==> config.mk <==
export PLATFORM = sky130hd
export DESIGN_NAME = flash_job_sequencer
export DESIGN_NICKNAME = d
export VERILOG_FILES = /design/src/rtl/core/fjs_pkg.sv /design/src/rtl/core/flash_job_sequencer.sv /design/src/rtl/core/fjs_engine.sv
export SDC_FILE = /design/constraint.sdc
export NUM_CORES = 1
export LEC_CHECK = 0
export BUFFER_PORTS_ARGS = -buffer_cell sky130_fd_sc_hd__buf_2
export CAP_MARGIN = 20
export CORE_ASPECT_RATIO = 1.1
export CORE_MARGIN = 1.5
export CORE_UTILIZATION = 62
export DETAILED_ROUTE_END_ITERATION = 8
export GPL_TIMING_DRIVEN = 1
export PLACE_DENSITY = 0.86
export SYNTH_ARGS = -nofsm -noshare
export SYNTH_HDL_FRONTEND = slang
export SYNTH_HIERARCHICAL = 1
export SYNTH_SLANG_ARGS = --single-unit
==> constraint.sdc <==
create_clock -name i_clk -period 4.86 [get_ports i_clk]
set_input_delay 1.458 -clock i_clk [delete_from_list [all_inputs] [get_ports i_clk]]
set_output_delay 1.458 -clock i_clk [all_outputs]
set_load 0.02 [all_outputs]
==> src/rtl/core/fjs_pkg.sv <==
`timescale 1ns / 1ps

package fjs_pkg;

    // Request and tick codes
    localparam logic [1:0] ACT_ERASE = 2'd0;
    localparam logic [1:0] ACT_WRITE = 2'd1;
    localparam logic [1:0] ACT_READ  = 2'd2;
    localparam logic [1:0] ACT_TICK  = 2'd3;

    // Result kinds
    localparam logic [2:0] K_ACCEPT       = 3'd0;
    localparam logic [2:0] K_REFUSE       = 3'd1;
    localparam logic [2:0] K_ERASE_START  = 3'd2;
    localparam logic [2:0] K_ERASE_FINISH = 3'd3;
    localparam logic [2:0] K_WRITE_ENABLE = 3'd4;
    localparam logic [2:0] K_BYTE_WRITE   = 3'd5;
    localparam logic [2:0] K_BYTE_READ    = 3'd6;
    localparam logic [2:0] K_NOTHING      = 3'd7;

    // Job kinds
    localparam logic [1:0] JOB_NONE  = 2'd0;
    localparam logic [1:0] JOB_ERASE = 2'd1;
    localparam logic [1:0] JOB_WRITE = 2'd2;
    localparam logic [1:0] JOB_READ  = 2'd3;

    // Job phases
    localparam logic [1:0] PH_IDLE       = 2'd0;
    localparam logic [1:0] PH_PENDING    = 2'd1;
    localparam logic [1:0] PH_PROCESSING = 2'd2;

    // Segment numbering and start addresses
    localparam logic [1:0]  SEG_INVALID = 2'd3;
    localparam logic [15:0] SEG0_BASE   = 16'h1080;
    localparam logic [15:0] SEG1_BASE   = 16'h1040;
    localparam logic [15:0] SEG2_BASE   = 16'h1000;

    // One input transaction, unpacked
    typedef struct packed {
        logic [1:0]  action;
        logic [1:0]  segment;
        logic [15:0] buffer_address;
        logic [7:0]  length;
        logic        flash_busy;
    } t_item;

    // One result transaction
    typedef struct packed {
        logic [2:0]  kind;
        logic [15:0] flash_address;
        logic [15:0] buffer_address_out;
        logic [1:0]  job_status;
        logic        last;
        logic        job_done;
    } t_result;

    // Start address of a valid segment
    function automatic logic [15:0] seg_base(input logic [1:0] seg);
        logic [15:0] base;
        case (seg)
            2'd0:    base = SEG0_BASE;
            2'd1:    base = SEG1_BASE;
            default: base = SEG2_BASE;
        endcase
        return base;
    endfunction

endpackage

==> src/rtl/core/flash_job_sequencer.sv <==
`timescale 1ns / 1ps

// Flash job sequencer: takes erase, write and read requests for one of three
// flash segments and tick transactions that move the single active job
// forward, and reports every flash operation as a result transaction. A
// request or a tick that yields one result passes the engine through capture,
// then decide; a write or read tick yields n byte results, with n at most
// WRITE_CHUNK or READ_CHUNK, and after the decide step one shared pointer
// step advances the flash and buffer addresses one byte a cycle while the
// output does not stall. The input is ready only while the engine is free; a
// registered output stage lets the next input in while the last result still
// waits, and a stalled output holds the engine in place.
module flash_job_sequencer #(
    parameter int SEGMENT_BYTES = 64,
    parameter int WRITE_CHUNK   = 8,
    parameter int READ_CHUNK    = 8
) (
    input  logic        i_clk,
    input  logic        i_rst_n,
    input  logic        s_axis_tvalid,
    output logic        s_axis_tready,
    // [1:0] segment, [17:2] buffer_address, [25:18] length, [26] flash_busy
    input  logic [31:0] s_axis_tdata,
    // [1:0] action
    input  logic [1:0]  s_axis_tuser,
    output logic        m_axis_tvalid,
    input  logic        m_axis_tready,
    // [15:0] flash_address, [31:16] buffer_address_out, [33:32] job_status,
    // [34] job_done
    output logic [39:0] m_axis_tdata,
    // [2:0] kind
    output logic [2:0]  m_axis_tuser,
    output logic        m_axis_tlast
);
    import fjs_pkg::*;

    t_item   item;
    t_result eng_res;
    t_result r_out;
    logic    r_out_valid;
    logic    eng_idle;
    logic    eng_res_valid;
    logic    adv;
    logic    start;

    // Unpack the input transaction
    assign item.action         = s_axis_tuser;
    assign item.segment        = s_axis_tdata[1:0];
    assign item.buffer_address = s_axis_tdata[17:2];
    assign item.length         = s_axis_tdata[25:18];
    assign item.flash_busy     = s_axis_tdata[26];

    assign s_axis_tready = eng_idle;
    assign start         = s_axis_tvalid && eng_idle;
    assign adv           = !r_out_valid || m_axis_tready;

    fjs_engine #(
        .SEGMENT_BYTES (SEGMENT_BYTES),
        .WRITE_CHUNK   (WRITE_CHUNK),
        .READ_CHUNK    (READ_CHUNK)
    ) u_engine (
        .i_clk       (i_clk),
        .i_rst_n     (i_rst_n),
        .i_start     (start),
        .i_item      (item),
        .i_adv       (adv),
        .o_idle      (eng_idle),
        .o_res_valid (eng_res_valid),
        .o_res       (eng_res)
    );

    // Output register: load on a free slot, drop on a completed transaction
    always_ff @(posedge i_clk) begin
        if (!i_rst_n) begin
            r_out_valid <= 1'b0;
        end else if (eng_res_valid && adv) begin
            r_out_valid <= 1'b1;
        end else if (m_axis_tready) begin
            r_out_valid <= 1'b0;
        end
    end

    always_ff @(posedge i_clk) begin
        if (eng_res_valid && adv) begin
            r_out <= eng_res;
        end
    end

    assign m_axis_tvalid = r_out_valid;
    assign m_axis_tdata  = {5'd0, r_out.job_done, r_out.job_status,
                            r_out.buffer_address_out, r_out.flash_address};
    assign m_axis_tuser  = r_out.kind;
    assign m_axis_tlast  = r_out.last;

endmodule

==> src/rtl/core/fjs_engine.sv <==
`timescale 1ns / 1ps

module fjs_engine #(
    parameter int SEGMENT_BYTES = 64,
    parameter int WRITE_CHUNK   = 8,
    parameter int READ_CHUNK    = 8
) (
    input  logic            i_clk,
    input  logic            i_rst_n,
    input  logic            i_start,
    input  fjs_pkg::t_item  i_item,
    input  logic            i_adv,
    output logic            o_idle,
    output logic            o_res_valid,
    output fjs_pkg::t_result o_res
);
    import fjs_pkg::*;

    localparam int CHUNK_MAX = (WRITE_CHUNK > READ_CHUNK) ? WRITE_CHUNK : READ_CHUNK;
    localparam int CNT_W     = (CHUNK_MAX > 1) ? $clog2(CHUNK_MAX) : 1;

    // Sequencer states
    localparam logic [1:0] ST_IDLE   = 2'd0;
    localparam logic [1:0] ST_DECIDE = 2'd1;
    localparam logic [1:0] ST_BYTES  = 2'd2;

    logic [1:0]       r_st, n_st;
    logic [1:0]       r_job_kind, n_job_kind;
    logic [1:0]       r_job_phase, n_job_phase;
    logic [7:0]       r_left, n_left;
    logic [15:0]      r_fptr, n_fptr;
    logic [15:0]      r_bptr, n_bptr;
    logic [CNT_W-1:0] r_cnt, n_cnt;
    logic [1:0]       r_status, n_status;
    logic             r_wr, n_wr;
    t_item            r_item;

    logic             res_valid;
    t_result          res;

    // Latch the transaction while the engine is free
    always_ff @(posedge i_clk) begin
        if (i_start) begin
            r_item <= i_item;
        end
    end

    always_ff @(posedge i_clk) begin
        if (!i_rst_n) begin
            r_st        <= ST_IDLE;
            r_job_kind  <= JOB_NONE;
            r_job_phase <= PH_IDLE;
            r_left      <= '0;
            r_fptr      <= '0;
            r_bptr      <= '0;
            r_cnt       <= '0;
            r_status    <= PH_IDLE;
            r_wr        <= 1'b0;
        end else begin
            r_st        <= n_st;
            r_job_kind  <= n_job_kind;
            r_job_phase <= n_job_phase;
            r_left      <= n_left;
            r_fptr      <= n_fptr;
            r_bptr      <= n_bptr;
            r_cnt       <= n_cnt;
            r_status    <= n_status;
            r_wr        <= n_wr;
        end
    end

    // Decide one step, then walk the byte chunk one byte per cycle while the output is not stalled
    always_comb begin
        logic             bad;
        logic             fin;
        logic             end_chunk;
        logic [CNT_W-1:0] cnt_top;
        logic [7:0]       chunk_len;

        n_st        = r_st;
        n_job_kind  = r_job_kind;
        n_job_phase = r_job_phase;
        n_left      = r_left;
        n_fptr      = r_fptr;
        n_bptr      = r_bptr;
        n_cnt       = r_cnt;
        n_status    = r_status;
        n_wr        = r_wr;
        res_valid   = 1'b0;
        res         = '0;
        bad         = 1'b0;
        fin         = (r_left == 8'd1);
        cnt_top     = r_wr ? CNT_W'(WRITE_CHUNK - 1) : CNT_W'(READ_CHUNK - 1);
        end_chunk   = (r_cnt == cnt_top);
        chunk_len   = (r_job_kind == JOB_WRITE) ? 8'(WRITE_CHUNK) : 8'(READ_CHUNK);

        case (r_st)
            ST_IDLE: begin
                if (i_start) begin
                    n_st = ST_DECIDE;
                end
            end
            ST_DECIDE: begin
                res.last = 1'b1;
                if (r_item.action != ACT_TICK) begin
                    // Request: refuse or open a job
                    bad = (r_job_phase != PH_IDLE) || (r_item.segment == SEG_INVALID);
                    if (r_item.action != ACT_ERASE) begin
                        if ((r_item.buffer_address == '0) || (r_item.length == '0)) begin
                            bad = 1'b1;
                        end
                        if ((r_item.action == ACT_WRITE) &&
                            (r_item.length > 8'(SEGMENT_BYTES))) begin
                            bad = 1'b1;
                        end
                    end
                    res_valid = 1'b1;
                    if (bad) begin
                        res.kind       = K_REFUSE;
                        res.job_status = r_job_phase;
                    end else begin
                        res.kind          = K_ACCEPT;
                        res.flash_address = seg_base(r_item.segment);
                        if (r_item.action == ACT_ERASE) begin
                            res.job_status = PH_PENDING;
                        end else begin
                            res.buffer_address_out = r_item.buffer_address;
                            res.job_status = (r_item.action == ACT_WRITE) ?
                                             PH_PENDING : PH_PROCESSING;
                        end
                        if (i_adv) begin
                            n_fptr      = seg_base(r_item.segment);
                            n_job_phase = res.job_status;
                            if (r_item.action == ACT_ERASE) begin
                                n_job_kind = JOB_ERASE;
                                n_left     = '0;
                                n_bptr     = '0;
                            end else begin
                                n_job_kind = (r_item.action == ACT_WRITE) ?
                                             JOB_WRITE : JOB_READ;
                                n_left     = r_item.length;
                                n_bptr     = r_item.buffer_address;
                            end
                        end
                    end
                    if (i_adv) begin
                        n_st = ST_IDLE;
                    end
                end else if ((r_job_kind == JOB_ERASE) && (r_job_phase == PH_PENDING) &&
                             !r_item.flash_busy) begin
                    res_valid         = 1'b1;
                    res.kind          = K_ERASE_START;
                    res.flash_address = r_fptr;
                    res.job_status    = PH_PROCESSING;
                    if (i_adv) begin
                        n_job_phase = PH_PROCESSING;
                        n_st        = ST_IDLE;
                    end
                end else if ((r_job_kind == JOB_ERASE) && (r_job_phase == PH_PROCESSING) &&
                             !r_item.flash_busy) begin
                    res_valid         = 1'b1;
                    res.kind          = K_ERASE_FINISH;
                    res.flash_address = r_fptr;
                    res.job_status    = PH_IDLE;
                    res.job_done      = 1'b1;
                    if (i_adv) begin
                        n_job_kind  = JOB_NONE;
                        n_job_phase = PH_IDLE;
                        n_left      = '0;
                        n_fptr      = '0;
                        n_bptr      = '0;
                        n_st        = ST_IDLE;
                    end
                end else if ((r_job_kind == JOB_WRITE) && (r_job_phase == PH_PENDING) &&
                             !r_item.flash_busy) begin
                    res_valid              = 1'b1;
                    res.kind               = K_WRITE_ENABLE;
                    res.flash_address      = r_fptr;
                    res.buffer_address_out = r_bptr;
                    res.job_status         = PH_PROCESSING;
                    if (i_adv) begin
                        n_job_phase = PH_PROCESSING;
                        n_st        = ST_IDLE;
                    end
                end else if (((r_job_kind == JOB_WRITE) && (r_job_phase == PH_PROCESSING) &&
                              !r_item.flash_busy) ||
                             ((r_job_kind == JOB_READ) && (r_job_phase == PH_PROCESSING))) begin
                    // Set up the byte walk; the final status is known up front
                    n_wr     = (r_job_kind == JOB_WRITE);
                    n_cnt    = '0;
                    n_status = (r_left <= chunk_len) ? PH_IDLE : PH_PROCESSING;
                    n_st     = ST_BYTES;
                end else begin
                    res_valid      = 1'b1;
                    res.kind       = K_NOTHING;
                    res.job_status = r_job_phase;
                    if (i_adv) begin
                        n_st = ST_IDLE;
                    end
                end
            end
            ST_BYTES: begin
                res_valid              = 1'b1;
                res.kind               = r_wr ? K_BYTE_WRITE : K_BYTE_READ;
                res.flash_address      = r_fptr;
                res.buffer_address_out = r_bptr;
                res.job_status         = r_status;
                res.job_done           = fin;
                res.last               = fin || end_chunk;
                if (i_adv) begin
                    // Advance both pointers through the shared byte step
                    n_left = r_left - 8'd1;
                    n_fptr = r_fptr + 16'd1;
                    n_bptr = r_bptr + 16'd1;
                    n_cnt  = r_cnt + CNT_W'(1);
                    if (fin) begin
                        n_job_kind  = JOB_NONE;
                        n_job_phase = PH_IDLE;
                        n_left      = '0;
                        n_fptr      = '0;
                        n_bptr      = '0;
                    end
                    if (fin || end_chunk) begin
                        n_st = ST_IDLE;
                    end
                end
            end
            default: begin
                n_st = ST_IDLE;
            end
        endcase
    end

    assign o_idle      = (r_st == ST_IDLE);
    assign o_res_valid = res_valid;
    assign o_res       = res;

endmodule

==> reports/qor.csv, run 1 <==
metric,value,unit
status,"complete, no violations",
Vias per Instance,6.60,
Crit path required time,5.29,ns
worst slack at placement,1.26,ns
Worst setup EP type,flip-flop,
warnings from Yosys,6,
vias in the first global route,4954,
MaxCap Viol Count,0,
largest net degree at the start of global routing,40,
clk_lat worst skew,0.54,ns
initial antenna violation count,0,
Synth Register Bits,120,
final setup fails,0,
Crit path arrival time,3.52,ns
first-pass GRT wire length,23500,um
Setup crit start kind,flip-flop,
setup tns final,0,ns
Final Max Slew Viols,0,
Congestion Overflow GR,0,
area growth from synthesis to layout,17.3,%
Final GP Congestion,0.945,
Routed Wire Length,14600,um
final core occ,74.5,%
# rows,37,
Post-CTS Resized,0,
VDD IR max,0.308,mV
max_slew headroom,27.2,%
ratio of cells with drive above 1 in the final layout,19.0,%
syn avg cell area,10.0,um^2
Mapped Cells,594,
1st-pass router iterations,5,
final hold violation count,0,
die area,10200,um^2
CP max FO,20,
Starting Density,63.5,%
chip height,106,um
gr usage total,30.5,%
routed wire length per instance,18.5,um
PwrDens,410,nW/um^2
DP HPWL,9210,um
fmax,323,MHz
clock slew at reported path FFs,0.06,ns
H-tree levels,4,
final setup skew,0.00800,ns
top post-synthesis cells by count,"68 x edfxtp_1, 53 x nand2_1, 52 x dfxtp_1",
I/O Buffers,73,
Yosys cell types,67,
Synth async-reset ratio,0,%
Total Nets Final,711,
crit share post-route,63.7,%
Synth top area share,34.4,%
Yosys top cell by area,edfxtp_1,
Root Buffer Master,clkbuf_8,
I/O Pins,84,
ant diodes,0,
Leak,2.49,nW
core box area,9350,um^2
worst-margin pin slew,1.09,ns
synth top area cells,"edfxtp_1 34%, dfxtp_1 18%, o21ai_0 3.7%",
clock buffer depth,2,
"Primary FF master, synth",edfxtp_1,
CTS sink count,120,
# hold bufs at CTS,0,
CTS tree,done,
DR iter-0 viols,684,
vias,5217,
critical path class,reg2reg,
CTS Buf Count,17,
final setup margin,1.77,ns
setup bufs post-CTS,0,
"count leader, synth",edfxtp_1,
Die Width,96.3,um
worst min path class,reg2reg,
Post-route DRC,0,
Tmin final,3.09,ns
RSZ-0062 raised after global routing,no,
synthesized cell area,5940,um^2
"antenna viol nets, final",0,
sequential-to-total area share from yosys stat,51.9,%
number of synthesized flops with an enable pin,68,
-- metrics by stage --
step	total power, mW	std cells	hold WS, ns	cell area (um^2)
4_1_cts	2.85	790	0.498	6970
3_3_place_gp	1.56	758	0.462	6360
3_5_place_dp	1.58	758	0.491	6360
6_report	2.85	790	0.510	6970
2_1_floorplan	1.47	598	0.453	5950
5_1_grt	2.95	790	0.519	6970
-- state kept, by name, indices dropped and copies added, names as in the netlist --
| register | flops |
|---|---|
| u_engine/r_status | 1 |
| u_engine/r_cnt | 3 |
| u_engine/r_st | 2 |
| u_engine/r_job_kind | 2 |
| u_engine/r_fptr | 16 |
| u_engine/r_left | 8 |
| u_engine/r_bptr | 16 |
| m_axis_tuser | 3 |
| u_engine/r_item | 29 |
| m_axis_tlast | 1 |
| m_axis_tvalid | 1 |
| m_axis_tdata | 35 |
| u_engine/r_wr | 1 |
| u_engine/r_job_phase | 2 |
-- power by group --
part	switching [mW]	total [mW]	leakage (nW)	internal (mW)
clock	0.456	1.27	0.290	0.818
sequential	0.0672	1.22	1.03	1.15
combinational	0.238	0.363	1.17	0.125
total	0.761	2.85	2.49	2.09
-- worst paths after layout --
check / slack [ns] / to / cells after the start / start
hold reg to reg: 0.51 / u_engine/r_fptr[1]$_SDFFE_PN0P_ / 2 / u_engine/r_fptr[1]$_SDFFE_PN0P_
setup reg to reg: 1.77 / u_engine/r_fptr[10]$_SDFFE_PN0P_ / 8 / u_engine/r_st[0]$_SDFFE_PN0P_
setup / recovery: 1.77 / u_engine/r_fptr[10]$_SDFFE_PN0P_ / 8 / u_engine/r_st[0]$_SDFFE_PN0P_
hold / removal: 0.51 / u_engine/r_fptr[1]$_SDFFE_PN0P_ / 2 / u_engine/r_fptr[1]$_SDFFE_PN0P_
-- cell families (layout without fill, tap and decap cells) --
kind of cell,count (synthesis),after routing,synth area share (%)
buf+inv,57,132,4.32
fa+ha+maj,13,13,2.74
compound gates,174,174,19.8
mux,6,6,1.01
simple gates,216,216,19.1
xor+xnor,7,7,1.03
other cells,1,5,0.0632
flops,120,120,51.9
-- critical path, cell delays in order (launching register included) --
cell and delay, ns:
dfxtp_1 0.32, inv_1 0.08, ha_1 0.72, o21ai_0 0.15
a21oi_1 0.15, o211ai_1 0.18, o31ai_4 0.61, nand2_1 0.36
o41ai_1 0.40
-- per-layer routing --
metal	vias to the layer above	track usage, %	wire length [um]
met1	2442	35.8	5320
met5	-	0	0
li1	2347	-	-
met2	358	48.6	7320
met3	70	9.02	1330
met4	0	18.3	675
-- final cells by class --
class                      count  area (um^2)
sequential                   120         3080
inverter                      18         67.6
fill                         635         2390
timing repair buffer          82          433
clock inverter                12          149
tap                          117          146
multi-input combinational    421         2630
clock buffer                  20          455
-- cells in the final DEF (no fill, tap or decap), drive strengths merged, types with 7 or more instances in the layout --
| cell | synthesis | final |
|---|---|---|
| a221oi | 8 | 8 |
| buf | 20 | 82 |
| nor4 | 12 | 12 |
| a22o | 18 | 18 |
| o21ai | 47 | 47 |
| edfxtp | 68 | 68 |
| inv | 18 | 18 |
| nand2 | 53 | 53 |
| a21boi | 7 | 7 |
| a21oi | 39 | 39 |
| ha | 13 | 13 |
| nor3 | 17 | 17 |
| nand4 | 7 | 7 |
| nand2b | 7 | 7 |
| clkbuf | 19 | 20 |
| nand3 | 20 | 20 |
| o211ai | 7 | 7 |
| dfxtp | 52 | 52 |
| and2 | 23 | 23 |
| nor2 | 45 | 45 |
No activity file was read; power rests on OpenSTA's default activity.
==> run 2: changes to the inputs <==
CORE_UTILIZATION = 57   (was 62)
PLACE_DENSITY = 0.8   (was 0.86)
clock period = 3.21 ns   (was 4.86 ns; I/O delays follow)
==> reports/qor.csv, run 2 (same netlist as run 1, synthesis figures left out) <==
metric,value,unit,change
status,"complete, no violations",,unchanged
max_slew headroom,52.8,%,was 27.2%
Crit path required time,3.59,ns,was 5.29 ns
Final GP Congestion,0.904,,was 0.945
"most common cell after layout, fill and taps aside",buf_2,,unchanged
PwrDens,597,nW/um^2,was 410 nW/um^2
hold_sp,u_engine/r_cnt[2]$_SDFFE_PN0P_,,was u_engine/r_fptr[1]$_SDFFE_PN0P_
Reg2Reg Setup Slack,0.36,ns,was 1.77 ns
MaxCap Viol Count,0,,unchanged
RSZ-0062 raised after global routing,no,,unchanged
I/O Pins,84,,unchanged
Vias per Instance,6.31,,was 6.60
Final Max Slew Viols,0,,unchanged
hold path cells,2,,unchanged
Largest register FFs,35,,unchanged
Worst setup EP type,flip-flop,,unchanged
"antenna viol nets, final",0,,unchanged
R2R Path Start,u_engine/r_left[1]$_SDFFE_PN0P_,,was u_engine/r_st[0]$_SDFFE_PN0P_
DR iter-0 viols,366,,was 684
setup tns final,0,ns,unchanged
final setup fails,0,,unchanged
Starting Density,59.5,%,was 63.5%
Filler cells,726,,was 635
CP max FO,14,,was 20
Post-route DRC,0,,unchanged
Setup crit start kind,flip-flop,,unchanged
# rows,38,,was 37
VDD IR max,0.412,mV,was 0.308 mV
chip height,110,um,was 106 um
worst min path class,reg2reg,,unchanged
CTS tree,done,,unchanged
die area,11000,um^2,"was 10,200 um^2"
critical path class,reg2reg,,unchanged
Tmin final,2.85,ns,was 3.09 ns
clock buffer depth,2,,unchanged
Routed Wire Length,14200,um,"was 14,600 um"
I/O Buffers,73,,unchanged
Congestion Overflow GR,0,,unchanged
H-tree levels,4,,unchanged
ratio of cells with drive above 1 in the final layout,19.7,%,was 19.0%
Crit path arrival time,3.23,ns,was 3.52 ns
final setup skew,0.00810,ns,was 0.00800 ns
crit share post-route,88.8,%,was 63.7%
vias,5056,,"was 5,217"
vias in the first global route,4820,,"was 4,954"
largest net degree at the start of global routing,40,,unchanged
routed wire length per instance,17.7,um,was 18.5 um
Worst R2R Path Depth,9,,was 8
setup bufs post-CTS,0,,unchanged
Root Buffer Master,clkbuf_8,,unchanged
ant diodes,0,,unchanged
DP HPWL,9290,um,was 9210 um
initial antenna violation count,0,,unchanged
fmax,351,MHz,was 323 MHz
clk_lat worst skew,0.52,ns,was 0.54 ns
Leak,2.51,nW,was 2.49 nW
Total Nets Final,719,,was 711
clock slew at reported path FFs,0.06,ns,about the same
crit path from,u_engine/r_left[1]$_SDFFE_PN0P_,,was u_engine/r_st[0]$_SDFFE_PN0P_
CTS Buf Count,17,,unchanged
final instance area,6990,um^2,was 6970 um^2
Worst Setup EP,u_engine/r_fptr[7]$_SDFFE_PN0P_,,was u_engine/r_fptr[10]$_SDFFE_PN0P_
Final Power,4.17,mW,was 2.85 mW
worst-margin pin slew,0.699,ns,was 1.09 ns
core box area,9980,um^2,was 9350 um^2
Die Width,100,um,was 96.3 um
CTS sink count,120,,unchanged
worst reg2reg path endpoint,u_engine/r_fptr[7]$_SDFFE_PN0P_,,was u_engine/r_fptr[10]$_SDFFE_PN0P_
Post-CTS Resized,0,,unchanged
most frequent cells in the layout,"73 x buf_2, 68 x edfxtp_1, 53 x nand2_1",,unchanged
# hold bufs at CTS,0,,unchanged
gr usage total,26.6,%,was 30.5%
Placed Instance Area,6420,um^2,was 6360 um^2
area growth from synthesis to layout,17.7,%,was 17.3%
1st-pass router iterations,5,,unchanged
first-pass GRT wire length,22800,um,"was 23,500 um"
final hold violation count,0,,unchanged
## run 2: changes by cell type in the layout (fill, tap and decap cells not counted), sizes merged
cell / change
buf: +8
inv: +1
clkbuf: +1
clkinv: -1
bufinv: -1
## run 2: where the power goes
group | leakage (nW) | switching, mW | internal [mW]
registers | 1.03 | 0.0985 | 1.74
clock network | 0.268 | 0.664 | 1.12
logic | 1.21 | 0.352 | 0.196
total | 2.51 | 1.11 | 3.06
## run 2: worst min-delay path by stage
| stage | slack [ns] | end |
|---|---|---|
| after global routing | 0.50 | u_engine/r_cnt[2]$_SDFFE_PN0P_ |
| after floorplan | 0.45 | u_engine/r_cnt[1]$_SDFFE_PN0P_ |
| after detailed placement | 0.47 | u_engine/r_cnt[2]$_SDFFE_PN0P_ |
| after CTS | 0.48 | u_engine/r_cnt[2]$_SDFFE_PN0P_ |
| after global placement | 0.46 | u_engine/r_cnt[2]$_SDFFE_PN0P_ |
| final | 0.48 | u_engine/r_cnt[2]$_SDFFE_PN0P_ |
## run 2: per-layer routing
layer  GRT usage, %  part of all wire (%)  vias up
li1               -                     -     2371
met1           31.2                    40     2375
met2           46.3                    51      276
met3           6.24                   7.4       34
met4           12.6                   2.2        0
met5              0                     0        -
## run 2: through the flow
step	setup slack (ns)	util, %	std cells	hold slack, ns
2_1_floorplan	0.764	-	598	0.453
3_3_place_gp	0.484	64.3	769	0.464
3_5_place_dp	0.414	64.3	769	0.473
4_1_cts	0.462	70.0	801	0.481
5_1_grt	0.0737	70.0	801	0.502
6_report	0.359	70.0	801	0.484
## run 2: area by class of cell
| class | count | area [um^2] | share of cell area [%] |
|---|---|---|---|
| sequential | 120 | 3080 | 44.1 |
| inverter | 18 | 67.6 | 0.967 |
| clock buffer | 21 | 439 | 6.28 |
| tap | 120 | 150 | 2.15 |
| clock inverter | 11 | 124 | 1.77 |
| multi-input combinational | 421 | 2630 | 37.7 |
| timing repair buffer | 90 | 493 | 7.05 |
## run 2: critical path: stages, from the launching register on
cell and delay (ns):
dfxtp_1 0.32, inv_1 0.13, ha_1 0.17, nor4b_1 0.58, and2_1 0.36, nand2b_1 0.52, buf_4 0.30, a21oi_1 0.05
o21ai_0 0.17, a21oi_1 0.09
==> run 3: changes to the inputs <==
CELL_PAD_IN_SITES_DETAIL_PLACEMENT = 0   (was unset)
CELL_PAD_IN_SITES_GLOBAL_PLACEMENT = 1   (was unset)
CORE_UTILIZATION = 45   (was 57)
PLACE_DENSITY = 0.81   (was 0.8)
SYNTH_HIERARCHICAL = unset   (was 1)
==> reports/qor.csv, run 3 <==
metric,value,unit,change
worst min path class,reg2reg,,unchanged
DP HPWL,9630,um,was 9290 um
worst-margin pin slew,0.632,ns,was 0.699 ns
synth top area cells,"edfxtp_1 34%, dfxtp_1 17%, nand2_1 3.4%",,"was edfxtp_1 34%, dfxtp_1 18%, o21ai_0 3.7%"
I/O Pins,84,,unchanged
Final GP Congestion,0.883,,was 0.904
Post-CTS Resized,0,,unchanged
clk_lat worst skew,0.41,ns,was 0.52 ns
Final Max Slew Viols,0,,unchanged
vias,4982,,"was 5,056"
Root Buffer Master,clkbuf_16,,was clkbuf_8
"most common cell after layout, fill and taps aside",buf_2,,unchanged
Synth Register Bits,120,,unchanged
Congestion Overflow GR,0,,unchanged
ant diodes,0,,unchanged
gr usage total,20.8,%,was 26.6%
"count leader, synth",edfxtp_1,,unchanged
Hold WS,0.495,ns,was 0.484 ns
chip height,124,um,was 110 um
final setup skew,0.00757,ns,was 0.00810 ns
DR iter-0 viols,428,,was 366
critical path class,reg2reg,,unchanged
"Primary FF master, synth",edfxtp_1,,unchanged
Largest register FFs,35,,unchanged
H-tree levels,4,,unchanged
# hold bufs at CTS,0,,unchanged
crit share post-route,81.8,%,was 88.8%
Starting Density,45.9,%,was 59.5%
Crit path arrival time,2.97,ns,was 3.23 ns
area growth from synthesis to layout,19.6,%,was 17.7%
Synth top area share,33.9,%,was 34.4%
Vias per Instance,5.87,,was 6.31
Synth async-reset ratio,0,%,unchanged
Crit path required time,3.56,ns,was 3.59 ns
CP max FO,41,,was 14
most frequent cells in the layout,"73 x buf_2, 68 x edfxtp_1, 55 x nand2_1",,"was 73 x buf_2, 68 x edfxtp_1, 53 x nand2_1"
final setup fails,0,,unchanged
VDD IR max,0.357,mV,was 0.412 mV
Worst R2R Path Depth,7,,was 9
fmax,381,MHz,was 351 MHz
Total Nets Final,726,,was 719
Yosys cell types,67,,unchanged
Worst setup EP type,flip-flop,,unchanged
I/O Buffers,73,,unchanged
status,"complete, no violations",,unchanged
final hold violation count,0,,unchanged
first-pass GRT wire length,23200,um,"was 22,800 um"
max_slew headroom,57.5,%,was 52.8%
Mapped Cells,602,,was 594
CTS tree,done,,unchanged
CTS sink count,120,,unchanged
clock buffer depth,2,,unchanged
sequential-to-total area share from yosys stat,51.2,%,was 51.9%
Die Width,113,um,was 100 um
hold path cells,2,,unchanged
CTS Buf Count,17,,unchanged
1st-pass router iterations,5,,unchanged
Setup crit start kind,flip-flop,,unchanged
setup bufs post-CTS,0,,unchanged
ratio of cells with drive above 1 in the final layout,19.6,%,was 19.7%
Yosys top cell by area,edfxtp_1,,unchanged
Filler cells,1154,,was 726
# rows,44,,was 38
vias in the first global route,4712,,"was 4,820"
initial antenna violation count,0,,unchanged
Post-route DRC,0,,unchanged
number of synthesized flops with an enable pin,68,,unchanged
Tmin final,2.63,ns,was 2.85 ns
die area,14100,um^2,"was 11,000 um^2"
clock slew at reported path FFs,0.05,ns,was 0.06 ns
MaxCap Viol Count,0,,unchanged
largest net degree at the start of global routing,42,,was 40
Routed Wire Length,14200,um,about the same
warnings from Yosys,0,,was 6
RSZ-0062 raised after global routing,no,,unchanged
PwrDens,589,nW/um^2,was 597 nW/um^2
"antenna viol nets, final",0,,unchanged
top post-synthesis cells by count,"68 x edfxtp_1, 55 x nand2_1, 52 x dfxtp_1",,"was 68 x edfxtp_1, 53 x nand2_1, 52 x dfxtp_1"
routed wire length per instance,16.7,um,was 17.7 um
synthesized cell area,6020,um^2,was 5940 um^2
syn avg cell area,9.99,um^2,was 10.0 um^2
setup tns final,0,ns,unchanged
core box area,13100,um^2,was 9980 um^2
Leak,2.82,nW,was 2.51 nW
run 3: cell count changes in the layout (fill, tap and decap cells not counted), moves of 4 or more:
cell      previous run  this run
o31ai_1              4        10
o21ai_0             44        36
nand3b_1             2         6
a21boi_1             2         7
a21o_1               1         5
nor2b_1              6        10
buf_4               17        21
a21oi_1             37        21
a32o_1               5         1
a21boi_0             4         8
and2_1              21        17
nor3b_1              2         8
run 3: path summary, 6_finish.rpt:
path                                                      from                         endpoint  slack [ns]
worst max-delay path              u_engine.r_item[2]$_DFFE_PP_  u_engine.r_fptr[8]$_SDFFE_PN0P_        0.58
worst min-delay path            u_engine.r_cnt[0]$_SDFFE_PN0P_   u_engine.r_cnt[0]$_SDFFE_PN0P_        0.50
worst min register to register  u_engine.r_cnt[0]$_SDFFE_PN0P_   u_engine.r_cnt[0]$_SDFFE_PN0P_        0.50
worst max register to register    u_engine.r_item[2]$_DFFE_PP_  u_engine.r_fptr[8]$_SDFFE_PN0P_        0.58
run 3: report_power, final:
group / total (mW) / switching [mW] / internal [mW] / leakage [nW]
clock: 1.94 / 0.641 / 1.30 / 0.297
sequential: 1.80 / 0.0874 / 1.72 / 1.11
combinational: 0.490 / 0.300 / 0.190 / 1.41
run 3: metrics by stage:
step                      util [%]  setup WS [ns]  total power, mW  cells  instance area (um^2)
final                         54.9          0.585             4.24    849                  7200
after global routing          54.9          0.388             4.41    849                  7200
after CTS                     54.9          0.579             4.27    849                  7200
after detailed placement      50.2          0.444             2.32    817                  6580
after global placement        50.2          0.512             2.30    817                  6580
after floorplan                  -          0.635             2.15    606                  6030
run 3: kinds of logic (layout without fill, tap and decap cells):
| kind of cell | Yosys count | after routing | share of synthesized area (%) |
|---|---|---|---|
| AOI/OAI and AO/OA | 168 | 168 | 20.2 |
| muxes | 3 | 3 | 0.499 |
| buffers and inverters | 65 | 147 | 4.55 |
| and+or+nand+nor | 225 | 225 | 19.7 |
| xor gates and xnor gates | 6 | 6 | 0.874 |
| adders and majority gates | 14 | 14 | 2.87 |
| other | 1 | 5 | 0.0623 |
| DFF | 120 | 120 | 51.2 |
run 3: area by class of cell:
| class | instances | area [um^2] | share of cell area, % |
|---|---|---|---|
| Sequential cell | 120 | 3080 | 42.8 |
| Multi-Input combinational cell | 421 | 2680 | 37.3 |
| Clock buffer | 25 | 495 | 6.89 |
| Timing Repair Buffer | 95 | 543 | 7.55 |
| Inverter | 20 | 75.1 | 1.04 |
| Tap cell | 161 | 201 | 2.80 |
| Clock inverter | 7 | 116 | 1.62 |
run 3: worst max-delay path, stage by stage, from the launching register on:
cell,delay (ns)
edfxtp_1,0.37
or4_4,0.58
o221ai_4,0.23
nand4_4,0.17
a211o_1,0.38
buf_12,0.19
or4_1,0.49
a21boi_1,0.15
run 3: routing by layer:
layer / track usage [%] / vias up / wire length (um)
met5: 0 / - / 0
met4: 9.71 / 0 / 384
met3: 4.62 / 26 / 639
met2: 32.9 / 170 / 6790
met1: 27.3 / 2387 / 6360
li1: - / 2399 / -
